`src/rtl/pcv_pkg.sv`:
```
// ----------------------------------------------------------------------------
// pcv_pkg
// Shared types, constants and table functions of the power-curve oscillator.
// ----------------------------------------------------------------------------
package pcv_pkg;

    localparam int CHANNELS_DEF    = 16;
    localparam int SAMPLE_RATE_DEF = 48000;

    // Configuration register indexes.
    localparam logic [2:0] REG_COARSE = 3'd0;
    localparam logic [2:0] REG_POW_1  = 3'd1;
    localparam logic [2:0] REG_POW_2  = 3'd2;
    localparam logic [2:0] REG_POW_3  = 3'd3;
    localparam logic [2:0] REG_POW_4  = 3'd4;
    localparam logic [2:0] REG_DIV    = 3'd5;
    localparam logic [2:0] REG_MODE   = 3'd6;

    localparam logic signed [10:0] COARSE_RST = 11'sd0;
    localparam logic signed [14:0] POW_RST    = 15'sd2048;
    localparam logic [7:0]         DIV_RST    = 8'd1;
    localparam logic [1:0]         MODE_RST   = 2'd2;

    // 10240 * C4 in Q16, the numerator constant of the phase increment.
    localparam logic [63:0] K_BASE = 64'd175573944320;
    localparam logic [63:0] WRAP   = 64'd671088640;
    localparam logic [29:0] SEG    = 30'd167772160;
    // log2 of one segment length, Q16.
    localparam logic [21:0] LSEG   = 22'd1790570;
    localparam logic [24:0] PCAP   = 25'd16777216;

    localparam int DVDW      = 55;
    localparam int MUL1_STEPS = 17;
    localparam int MUL2_STEPS = 16;
    localparam int MOD_TOP    = 17;

    localparam logic ALU_ADD  = 1'b0;
    localparam logic ALU_CSUB = 1'b1;

    localparam logic [1:0] PV_NORM = 2'd0;
    localparam logic [1:0] PV_CAP  = 2'd1;
    localparam logic [1:0] PV_ZERO = 2'd2;

    typedef struct packed {
        logic        op;
        logic [63:0] a;
        logic [63:0] b;
    } t_alu_req;

    function automatic logic [17:0] exp_tab(input logic [4:0] k);
        logic [17:0] v;
        case (k)
            5'd0:    v = 18'd65536;
            5'd1:    v = 18'd68438;
            5'd2:    v = 18'd71468;
            5'd3:    v = 18'd74632;
            5'd4:    v = 18'd77936;
            5'd5:    v = 18'd81386;
            5'd6:    v = 18'd84990;
            5'd7:    v = 18'd88752;
            5'd8:    v = 18'd92682;
            5'd9:    v = 18'd96785;
            5'd10:   v = 18'd101070;
            5'd11:   v = 18'd105545;
            5'd12:   v = 18'd110218;
            5'd13:   v = 18'd115098;
            5'd14:   v = 18'd120194;
            5'd15:   v = 18'd125515;
            default: v = 18'd131072;
        endcase
        return v;
    endfunction

    function automatic logic [17:0] log_tab(input logic [4:0] k);
        logic [17:0] v;
        case (k)
            5'd0:    v = 18'd0;
            5'd1:    v = 18'd5732;
            5'd2:    v = 18'd11136;
            5'd3:    v = 18'd16248;
            5'd4:    v = 18'd21098;
            5'd5:    v = 18'd25711;
            5'd6:    v = 18'd30109;
            5'd7:    v = 18'd34312;
            5'd8:    v = 18'd38336;
            5'd9:    v = 18'd42196;
            5'd10:   v = 18'd45904;
            5'd11:   v = 18'd49472;
            5'd12:   v = 18'd52911;
            5'd13:   v = 18'd56229;
            5'd14:   v = 18'd59434;
            5'd15:   v = 18'd62534;
            default: v = 18'd65536;
        endcase
        return v;
    endfunction

    // Linear interpolation between table points, sixteen steps over a Q16 fraction.
    function automatic logic [17:0] interp(input logic sel_log, input logic [15:0] x);
        logic [4:0]  k;
        logic [17:0] lo;
        logic [17:0] hi;
        logic [29:0] prod;
        k    = {1'b0, x[15:12]};
        lo   = sel_log ? log_tab(k) : exp_tab(k);
        hi   = sel_log ? log_tab(k + 5'd1) : exp_tab(k + 5'd1);
        prod = 30'(hi - lo) * 30'(x[11:0]);
        return lo + prod[29:12];
    endfunction

endpackage

```
`src/rtl/pcv_alu.sv`:
```
// ----------------------------------------------------------------------------
// pcv_alu
// Shared 64-bit adder and compare-subtract used by the multiply, divide, add and wrap steps.
// ----------------------------------------------------------------------------
module pcv_alu (
    input  pcv_pkg::t_alu_req i_req,
    output logic [63:0]       o_res,
    output logic              o_ge
);

    always_comb begin
        o_ge = (i_req.a >= i_req.b);
        case (i_req.op)
            pcv_pkg::ALU_ADD:  o_res = i_req.a + i_req.b;
            pcv_pkg::ALU_CSUB: o_res = o_ge ? (i_req.a - i_req.b) : i_req.a;
            default:           o_res = i_req.a;
        endcase
    end

endmodule

```
`config.mk`:
```
export PLATFORM = sky130hd
export DESIGN_NAME = pcv_alu
export DESIGN_NICKNAME = d
export VERILOG_FILES = /design/src/rtl/pcv_pkg.sv /design/src/rtl/pcv_alu.sv
export SDC_FILE = /design/constraint.sdc
export NUM_CORES = 1
export LEC_CHECK = 0
export BUFFER_PORTS_ARGS = -buffer_cell sky130_fd_sc_hd__buf_2
export CELL_PAD_IN_SITES_DETAIL_PLACEMENT = 1
export CELL_PAD_IN_SITES_GLOBAL_PLACEMENT = 1
export CORE_MARGIN = 2
export CORE_UTILIZATION = 28
export DETAILED_ROUTE_END_ITERATION = 7
export PLACE_DENSITY = 0.72
export SYNTH_ARGS = -nofsm -noshare
export SYNTH_HDL_FRONTEND = slang
export SYNTH_SLANG_ARGS = --single-unit
```
`constraint.sdc`:
```
create_clock -name vclk -period 7.3
set_input_delay 0.365 -clock vclk [all_inputs]
set_output_delay 0.365 -clock vclk [all_outputs]
set_load 0.01 [all_outputs]
```
==> metrics.md <==
| Metric | Value |
|---|---|
| Routed vias/inst | 5.96 |
| Relative slew margins | 35.5% |
| DP Worst Slack | 1.96 ns |
| Critical Path Start | i_req[51] |
| Grt ovf | 0 |
| CP cell instances | buf_2, inv_1, ha_1, clkinv_1, a2111oi_0, o21ai_0, nand3b_1, o21ai_0, or2_2, and3_2, inv_2, nand2_1, o221a_2, o211ai_1, o21ai_0, buf_2 |
| Max-cap violations | 0 |
| Crit path launch type | input pin |
| Worst Setup End Kind | output pin |
| Worst Path Buf+Inv | 5 |
| Postcts setup bufs | 0 |
| Fin crit period | 5.36 ns |
| Most frequent cells in the layout | 203 x a21oi_1, 193 x buf_2, 152 x nor2_1, 135 x inv_1, 127 x ha_1 |
| Sequential element share of the synthesized area | 0% |
| Total Neg Setup Slack | 0 ns |
| Fmax | 186 MHz |
| Die H | 185 um |
| Largest net degree at the start of global routing | 75 |
| Hold crit path type | input pin to output pin |
| Most frequent CP cell | o21ai_0 |
| Synth Area per Inst | 6.14 um^2 |
| I/O pin count | 194 |
| Hold Path Origin | i_req[95] |
| Routability cong. | 0.947 |
| Setup crit end | o_res[63] |
| CTS Hold Buffers Added | 0 |
| Share of layout cells above drive strength 1 | 15.6% |
| Via count | 12200 |
| Layout clock buffer count | 0 |
| Detailed Route WL | 42700 um |
| WL met3 | 2220 um |
| Delay-heaviest family, CP | compound AO/OA/AOI/OAI gates |
| HPWL Detailed | 34400 um |
| Met1 wire length | 19300 um |
| Initial DRC Count | 851 |
| Most common cell after layout, fill and taps aside | a21oi_1 |
| Post-CTS Resized | 0 |
| CP max FO | 30 |
| Largest cells by area after synthesis | ha_1 17%, a21oi_1 11%, o21ai_0 6.4% |
| Vias in the first global route | 12300 |
| PD cells | 100 mW/mm^2 |
| Met2 Wirelength | 19900 um |
| Worst path required time | 6.93 ns |
| Initial antenna violation count | 2 |
| Mapped cell area | 0.00920 mm^2 |
| DR pass1 iterations | 7 |
| Crit Path Class | input pin to output pin |
| Final setup vio count | 0 |
| First-pass GRT wire length | 65800 um |
| CP Data Arrival Time | 5.00 ns |
| Final Power | 1.04 mW |
| GRT Util Overall | 23.6% |
| Slew @ Worst Pin | 0.943 ns |
| CP max stage delay | 0.64 ns |
| Synth top area share | 17.3% |
| Core area | 0.0325 mm^2 |
| Slew Limit Fails | 0 |
| Area leader, netlist | ha_1 |
| Max VDD drop | 0.0000691 V |
| CP Depth | 16 |
| Seq cells | 0 |
| Static leakage | 4.75 nW |
| Register Area | 0 um^2 |
| Cell area after layout | 0.0104 mm^2 |
| RSZ-0062 raised after global routing | false |
| DP Area | 0.0104 mm^2 |
| Mapped Cells | 1498 |
| Mapped Nets | 1756 |
| Slack of the critical path | 1.94 ns |
| Final hold vios | 0 |
| Crit share post-route | 73.5% |
| Initial Util | 28.3% |
| FP Rows | 66 |
| Die area | 0.0343 mm^2 |
| Final nets | 1865 |
| Drt drc | 0 |
| Yosys cell types | 83 |
| Die Wd | 185 um |
| Status | finished, final reports clean |
| Top routing layer in use | met5 |
| CP max stage cell | nand2_1 |
| Yosys warning count | 0 |
| Area delta synth->final | 12.9% |
| Port-buffer cells | 194 |
| Antenna Violating Nets Remaining | 0 |
| Fillers | 4327 |
| Post-DR wirelength/cell | 20.8 um |
[synth_stat cells, drive strengths merged, types with 5 or more instances]
library cell	instances
nand3	42
a211oi	21
nand4	18
o211a	5
a221o	5
a21oi	206
or2	7
a21o	47
o211ai	15
a2111oi	8
o221a	6
a31oi	23
a311oi	7
nor2b	17
o22ai	26
a211o	7
o31ai	19
a221oi	7
nor2	154
nand2	100
inv	140
o32ai	16
nor3	37
buf	32
a31o	10
o21ai	124
o21a	14
o21bai	35
and2	10
clkbuf	63
or3	9
ha	127
nand2b	14
o221ai	5
and3	11
o31a	5
nand3b	6
o311ai	5
nor4	29
o41ai	5
a41oi	7
[through the flow]
stage                     hold slack (ns)  util [%]  std cells
after global routing                 1.10      32.0       2047
after CTS                            1.07      32.0       2047
after global placement               1.07      32.0       2047
after floorplan                     0.845         -       1498
after detailed placement             1.07      32.0       2047
final                                1.06      32.0       2048
[metal layers]
metal	track usage, %	up-vias
met1	31.1	5905
met4	6.51	2
met2	41.2	428
li1	-	5785
met3	1.73	89
met5	0	-
[logic make-up (layout without fill, tap and decap cells)]
family	after synthesis	in the layout	synth area share (%)
buffers and inverters	236	343	10.2
AO/OA/AOI/OAI	654	654	46.4
XOR/XNOR	6	6	0.571
adder cells (fa/ha/maj)	129	129	17.7
multiplexers	5	5	0.571
AND/OR/NAND/NOR	468	468	24.5
other	0	1	0
[worst min-delay path by stage]
stage                end  cells past startpoint
2_1_floorplan  o_res[31]                      2
3_3_place_gp   o_res[31]                      4
3_5_place_dp   o_res[31]                      4
4_1_cts        o_res[31]                      4
5_1_grt        o_res[31]                      4
6_report       o_res[31]                      4
[power by group]
group | switching (mW) | internal [mW]
registers | 0 | 0
logic | 0.680 | 0.362
clock network | 0 | 0.0000000183
[layout make-up]
| type | instances | area [um^2] | area share [%] |
|---|---|---|---|
| antenna | 1 | 2.50 | 0.0241 |
| tap | 442 | 553 | 5.33 |
| multi-input combinational | 1262 | 8270 | 79.6 |
| inverter | 141 | 529 | 5.10 |
| timing repair buffer | 202 | 1030 | 9.95 |
Power figures use the tool's default switching activity.
