==> src/rtl/pcv_pkg.sv <==
// ----------------------------------------------------------------------------
// pcv_pkg
// Shared types, constants and table functions of the power-curve oscillator.
// ----------------------------------------------------------------------------
package pcv_pkg;

    localparam int CHANNELS_DEF    = 16;
    localparam int SAMPLE_RATE_DEF = 48000;

    // Configuration register indexes.
    localparam logic [2:0] REG_COARSE = 3'd0;
    localparam logic [2:0] REG_POW_1  = 3'd1;
    localparam logic [2:0] REG_POW_2  = 3'd2;
    localparam logic [2:0] REG_POW_3  = 3'd3;
    localparam logic [2:0] REG_POW_4  = 3'd4;
    localparam logic [2:0] REG_DIV    = 3'd5;
    localparam logic [2:0] REG_MODE   = 3'd6;

    localparam logic signed [10:0] COARSE_RST = 11'sd0;
    localparam logic signed [14:0] POW_RST    = 15'sd2048;
    localparam logic [7:0]         DIV_RST    = 8'd1;
    localparam logic [1:0]         MODE_RST   = 2'd2;

    // 10240 * C4 in Q16, the numerator constant of the phase increment.
    localparam logic [63:0] K_BASE = 64'd175573944320;
    localparam logic [63:0] WRAP   = 64'd671088640;
    localparam logic [29:0] SEG    = 30'd167772160;
    // log2 of one segment length, Q16.
    localparam logic [21:0] LSEG   = 22'd1790570;
    localparam logic [24:0] PCAP   = 25'd16777216;

    localparam int DVDW      = 55;
    localparam int MUL1_STEPS = 17;
    localparam int MUL2_STEPS = 16;
    localparam int MOD_TOP    = 17;

    localparam logic ALU_ADD  = 1'b0;
    localparam logic ALU_CSUB = 1'b1;

    localparam logic [1:0] PV_NORM = 2'd0;
    localparam logic [1:0] PV_CAP  = 2'd1;
    localparam logic [1:0] PV_ZERO = 2'd2;

    typedef struct packed {
        logic        op;
        logic [63:0] a;
        logic [63:0] b;
    } t_alu_req;

    function automatic logic [17:0] exp_tab(input logic [4:0] k);
        logic [17:0] v;
        case (k)
            5'd0:    v = 18'd65536;
            5'd1:    v = 18'd68438;
            5'd2:    v = 18'd71468;
            5'd3:    v = 18'd74632;
            5'd4:    v = 18'd77936;
            5'd5:    v = 18'd81386;
            5'd6:    v = 18'd84990;
            5'd7:    v = 18'd88752;
            5'd8:    v = 18'd92682;
            5'd9:    v = 18'd96785;
            5'd10:   v = 18'd101070;
            5'd11:   v = 18'd105545;
            5'd12:   v = 18'd110218;
            5'd13:   v = 18'd115098;
            5'd14:   v = 18'd120194;
            5'd15:   v = 18'd125515;
            default: v = 18'd131072;
        endcase
        return v;
    endfunction

    function automatic logic [17:0] log_tab(input logic [4:0] k);
        logic [17:0] v;
        case (k)
            5'd0:    v = 18'd0;
            5'd1:    v = 18'd5732;
            5'd2:    v = 18'd11136;
            5'd3:    v = 18'd16248;
            5'd4:    v = 18'd21098;
            5'd5:    v = 18'd25711;
            5'd6:    v = 18'd30109;
            5'd7:    v = 18'd34312;
            5'd8:    v = 18'd38336;
            5'd9:    v = 18'd42196;
            5'd10:   v = 18'd45904;
            5'd11:   v = 18'd49472;
            5'd12:   v = 18'd52911;
            5'd13:   v = 18'd56229;
            5'd14:   v = 18'd59434;
            5'd15:   v = 18'd62534;
            default: v = 18'd65536;
        endcase
        return v;
    endfunction

    // Linear interpolation between table points, sixteen steps over a Q16 fraction.
    function automatic logic [17:0] interp(input logic sel_log, input logic [15:0] x);
        logic [4:0]  k;
        logic [17:0] lo;
        logic [17:0] hi;
        logic [29:0] prod;
        k    = {1'b0, x[15:12]};
        lo   = sel_log ? log_tab(k) : exp_tab(k);
        hi   = sel_log ? log_tab(k + 5'd1) : exp_tab(k + 5'd1);
        prod = 30'(hi - lo) * 30'(x[11:0]);
        return lo + prod[29:12];
    endfunction

endpackage

==> src/rtl/pcv_phase_store.sv <==
// ----------------------------------------------------------------------------
// pcv_phase_store
// Per-channel phase memory with valid bits; a clear empties every entry.
// ----------------------------------------------------------------------------
module pcv_phase_store #(
    parameter int CHANNELS = pcv_pkg::CHANNELS_DEF,
    parameter int IDXW     = 4
) (
    input  logic            i_clk,
    input  logic            i_rst_n,
    input  logic            i_clr,
    input  logic            i_rd_en,
    input  logic [IDXW-1:0] i_rd_addr,
    output logic [31:0]     o_rd_data,
    input  logic            i_wr_en,
    input  logic [IDXW-1:0] i_wr_addr,
    input  logic [31:0]     i_wr_data
);

    logic [31:0]         r_mem [CHANNELS];
    logic [CHANNELS-1:0] r_valid;
    logic [31:0]         r_rd_data;

    always_ff @(posedge i_clk) begin
        if (!i_rst_n) begin
            r_valid <= '0;
        end else if (i_clr) begin
            r_valid <= '0;
        end else if (i_wr_en) begin
            r_valid[i_wr_addr] <= 1'b1;
        end
    end

    always_ff @(posedge i_clk) begin
        if (i_wr_en) begin
            r_mem[i_wr_addr] <= i_wr_data;
        end
    end

    // A clear in the same cycle as the read wins, so the phase reads as zero.
    always_ff @(posedge i_clk) begin
        if (i_rd_en) begin
            r_rd_data <= (i_clr || !r_valid[i_rd_addr]) ? 32'd0 : r_mem[i_rd_addr];
        end
    end

    assign o_rd_data = r_rd_data;

endmodule
==> config.mk <==
export PLATFORM = sky130hd
export DESIGN_NAME = pcv_phase_store
export DESIGN_NICKNAME = d
export VERILOG_FILES = /design/src/rtl/pcv_pkg.sv /design/src/rtl/pcv_phase_store.sv
export SDC_FILE = /design/constraint.sdc
export NUM_CORES = 1
export LEC_CHECK = 0
export BUFFER_PORTS_ARGS = -buffer_cell sky130_fd_sc_hd__buf_2
export CAP_MARGIN = 5
export CORE_MARGIN = 5
export CORE_UTILIZATION = 35
export CTS_CLUSTER_SIZE = 20
export DETAILED_ROUTE_END_ITERATION = 6
export GPL_TIMING_DRIVEN = 0
export PLACE_DENSITY = 0.6
export SYNTH_ARGS = -nofsm -noshare
export SYNTH_HDL_FRONTEND = slang
export SYNTH_SLANG_ARGS = --single-unit
==> constraint.sdc <==
create_clock -name i_clk -period 5.5 [get_ports i_clk]
set_input_delay 0.275 -clock i_clk [delete_from_list [all_inputs] [get_ports i_clk]]
set_output_delay 0.275 -clock i_clk [all_outputs]
set_load 0.005 [all_outputs]
==> results.json <==
{
  "fp.dieArea_um2": 65170,
  "power.total_mw": 8.789,
  "critPathKind": "register to register",
  "tns_ns": 0,
  "final_nets": 1100,
  "fp.dieW_um": 255.3,
  "drt_first_pass_iters": 5,
  "yosys.area_share.adder_pct": 0,
  "cts.reportedPaths.clkPinSlew_ns": 0.06,
  "synthSimpleGateAreaFrac_pct": 0.9447,
  "grt_max_degree": 33,
  "path_depth": 5,
  "synth_edf_count": 544,
  "final.period_utilization_pct": 35.45,
  "critPathTopFamily": "multiplexers",
  "place_area_um2": 22940,
  "rows": 90,
  "clk_latency_ns": 0.61,
  "syn_inst": 896,
  "worstSetupStartpoint": "r_valid[7]",
  "setup_viol": 0,
  "max_freq_ghz": 0.5129,
  "p_leak_nw": 7.778,
  "core_area_um2": 60020,
  "seq_power_share_pct": 54.5,
  "p_int_mw": 6.950,
  "ys_warn_count": 0,
  "routedWlPerCell_um": 26.09,
  "min_path_cells": 1,
  "hold_viol_final": 0,
  "initial_utilization_pct": 35.08,
  "ir_worst_vdd_uv": 223.2,
  "start_kind": "register",
  "hold_path.class": "primary input to register",
  "ctsLongestPathBuffers": 3,
  "synth_top_area_share_pct": 77.58,
  "cp_max_fo": 10,
  "cts_tree": "done",
  "grt_pass1_wl_mm": 72.31,
  "wl_met3_mm": 3.183,
  "cts_root_buf": "clkbuf_16",
  "grt_pass1_vias": 10702,
  "fin_ws_ns": 3.550,
  "place_ws_ns": 3.058,
  "wl_met1_mm": 21.09,
  "skew_ns": 0.01861,
  "power_switching_mw": 1.840,
  "detail-route-antenna-nets": 0,
  "synth_area_um2": 21060,
  "min_period_ns": 1.950,
  "dpl.hpwl_mm": 30.76,
  "ys_top_cells_by_count": "edfxtp_1 (544), mux4_2 (130), a22oi_1 (88), buf_2 (20), clkbuf_1 (18)",
  "yosysMostFrequentCell": "edfxtp_1",
  "synthMuxAreaShare_pct": 14.09,
  "final_max_slew_viol_count": 0,
  "r2r_slack_ns": 3.55,
  "cp.required_ns": 5.81,
  "r2r-start": "r_valid[7]",
  "p_clk_share_pct": 40.5,
  "async_flop_share_pct": 0,
  "path_cells": "mux4_2 -> nand2b_1 -> nand3_2 -> buf_2 -> a22oi_1",
  "place_inst": 1780,
  "syn_to_final_growth_pct": 16.93,
  "antenna_found_initial": 3,
  "arrival_ns": 2.26,
  "max_slew_margin_pct": 36.26,
  "max_cap_viol_count": 0,
  "top_layer": "met5",
  "drive_above_1_share_pct": 33.51,
  "worstMarginPinSlew_ns": 0.9561,
  "synth_top_family_by_area": "multiplexers",
  "seq_area_frac_synth_pct": 79.10,
  "combPwrFrac_pct": 5.0,
  "yosys.cell_types.count": 22,
  "crit_path_max_incr_delay_ns": 0.45,
  "numCtsBuffers": 55,
  "status": "complete, no violations",
  "h-tree-depth": 2,
  "dominantRegCellSynth": "edfxtp_1",
  "r2r_cells": 5,
  "io_buffers": 74,
  "clock-sinks": 560,
  "ctsResizeCount": 0,
  "drc": 0,
  "yosysTopAreaCell": "edfxtp_1",
  "die_h_um": 255.3,
  "switching_share_pct": 20.93,
  "synthTopCellsByArea": "edfxtp_1 (78%), mux4_2 (14%), a22oi_1 (3.1%)",
  "crit_buf_inv": 1,
  "rr_endpoint": "o_rd_data[19]",
  "diodes": 0,
  "overflow": 0,
  "ioPinCount": 77,
  "gp_congestion": 0.7076,
  "synth_compound_area_share_pct": 4.302,
  "cts_hold_buf": 0,
  "powerDensity_nw_per_um2": 357.0,
  "wl_mm": 49.12,
  "crit_slowest_cell": "mux4_2",
  "via_count": 10007,
  "avgSynthCellArea_um2": 23.50,
  "via_per_inst": 5.314,
  "rsz0062_at_grt": "false",
  "end_kind": "register",
  "synth_xor_area_share_pct": 0,
  "critPathCapture": "o_rd_data[19]",
  "finalInstanceArea_um2": 24620,
  "post_cts_buffers": 0,
  "ys_seq_elements": 560,
  "wl_met2_mm": 23.89,
  "drtIter0Drc": 980,
  "track_usage_pct": 15.20,
  "stdcell_count": 1883,
  "synthesis.nets": 941
}
[registers in the layout (all words and copies together) (netlist names)]
register,cells
o_rd_data,32
r_mem,512
r_valid,16
[final cells by class]
class,instances,area (um^2)
clock inverters,32,226.5
clock buffers,71,1456
fillers,5208,35400
plain buffers,53,329.1
well taps,782,978.4
flip-flops and latches,560,16660
repair buffers,102,794.5
multi-input cells,283,4183
[layout by cell type, fill, tap and decap left out, types with 3 or more instances in the layout]
master,netlist,final
nand2b_1,4,4
a22oi_1,88,88
o21a_1,16,16
bufinv_16,0,3
inv_6,0,3
clkinv_2,0,10
nor2_4,0,12
mux2i_1,4,4
nor2b_1,4,4
buf_2,20,94
clkinv_1,0,16
edfxtp_1,544,544
buf_12,0,11
nor2_1,15,3
clkbuf_16,0,55
clkbuf_1,18,32
dfxtp_1,16,16
a22oi_2,10,10
nor3_2,0,4
buf_6,13,24
mux4_2,130,130
buf_4,2,5
[per-stage QoR]
stage,hold WS (ns),util (%)
floorplan,0.3739,-
CTS,0.001551,41.03
global placement,0.4418,37.33
detailed placement,0.4528,38.22
finish,0.04153,41.03
global route,0.02710,41.03
[cells by family (layout without fill, tap and decap cells)]
logic type	after synthesis	after routing
flops	560	560
mux	134	134
compound gates	114	114
buf+inv	53	258
simple gates	35	35
[worst reg2reg max path: stages, from the launching register on]
cell and delay (ns):
dfxtp_1 0.31, mux4_2 0.45, nand2b_1 0.17, nand3_2 0.14, buf_2 0.35, a22oi_1 0.26
[worst min-delay path by stage]
stage                       start       endpoint  slack, ns
floorplan            i_wr_data[0]    r_mem[0][0]       0.37
global placement       r_valid[2]     r_valid[2]       0.44
detailed placement     r_valid[1]     r_valid[1]       0.45
CTS                 i_wr_data[18]   r_mem[3][18]      0.002
global route        i_wr_data[31]  r_mem[15][31]       0.03
finish              i_wr_data[18]   r_mem[2][18]       0.04
[power groups by stage]
| stage | clock network [mW] | registers [mW] | logic (mW) |
|---|---|---|---|
| 2_1_floorplan | 0 | 4.88 | 0.242 |
| 3_3_place_gp | 0 | 4.88 | 0.420 |
| 3_5_place_dp | 0 | 4.88 | 0.448 |
| 4_1_cts | 3.63 | 4.79 | 0.450 |
| 5_1_grt | 3.82 | 4.80 | 0.474 |
| 6_report | 3.56 | 4.79 | 0.440 |
[routing by layer]
layer | global-route usage [%] | vias to the layer above
met5 | 0 | -
met4 | 3.800 | 6
met3 | 3.059 | 66
met2 | 24.61 | 342
met1 | 21.40 | 5400
li1 | - | 4193
(Power assumes the default switching activity.)
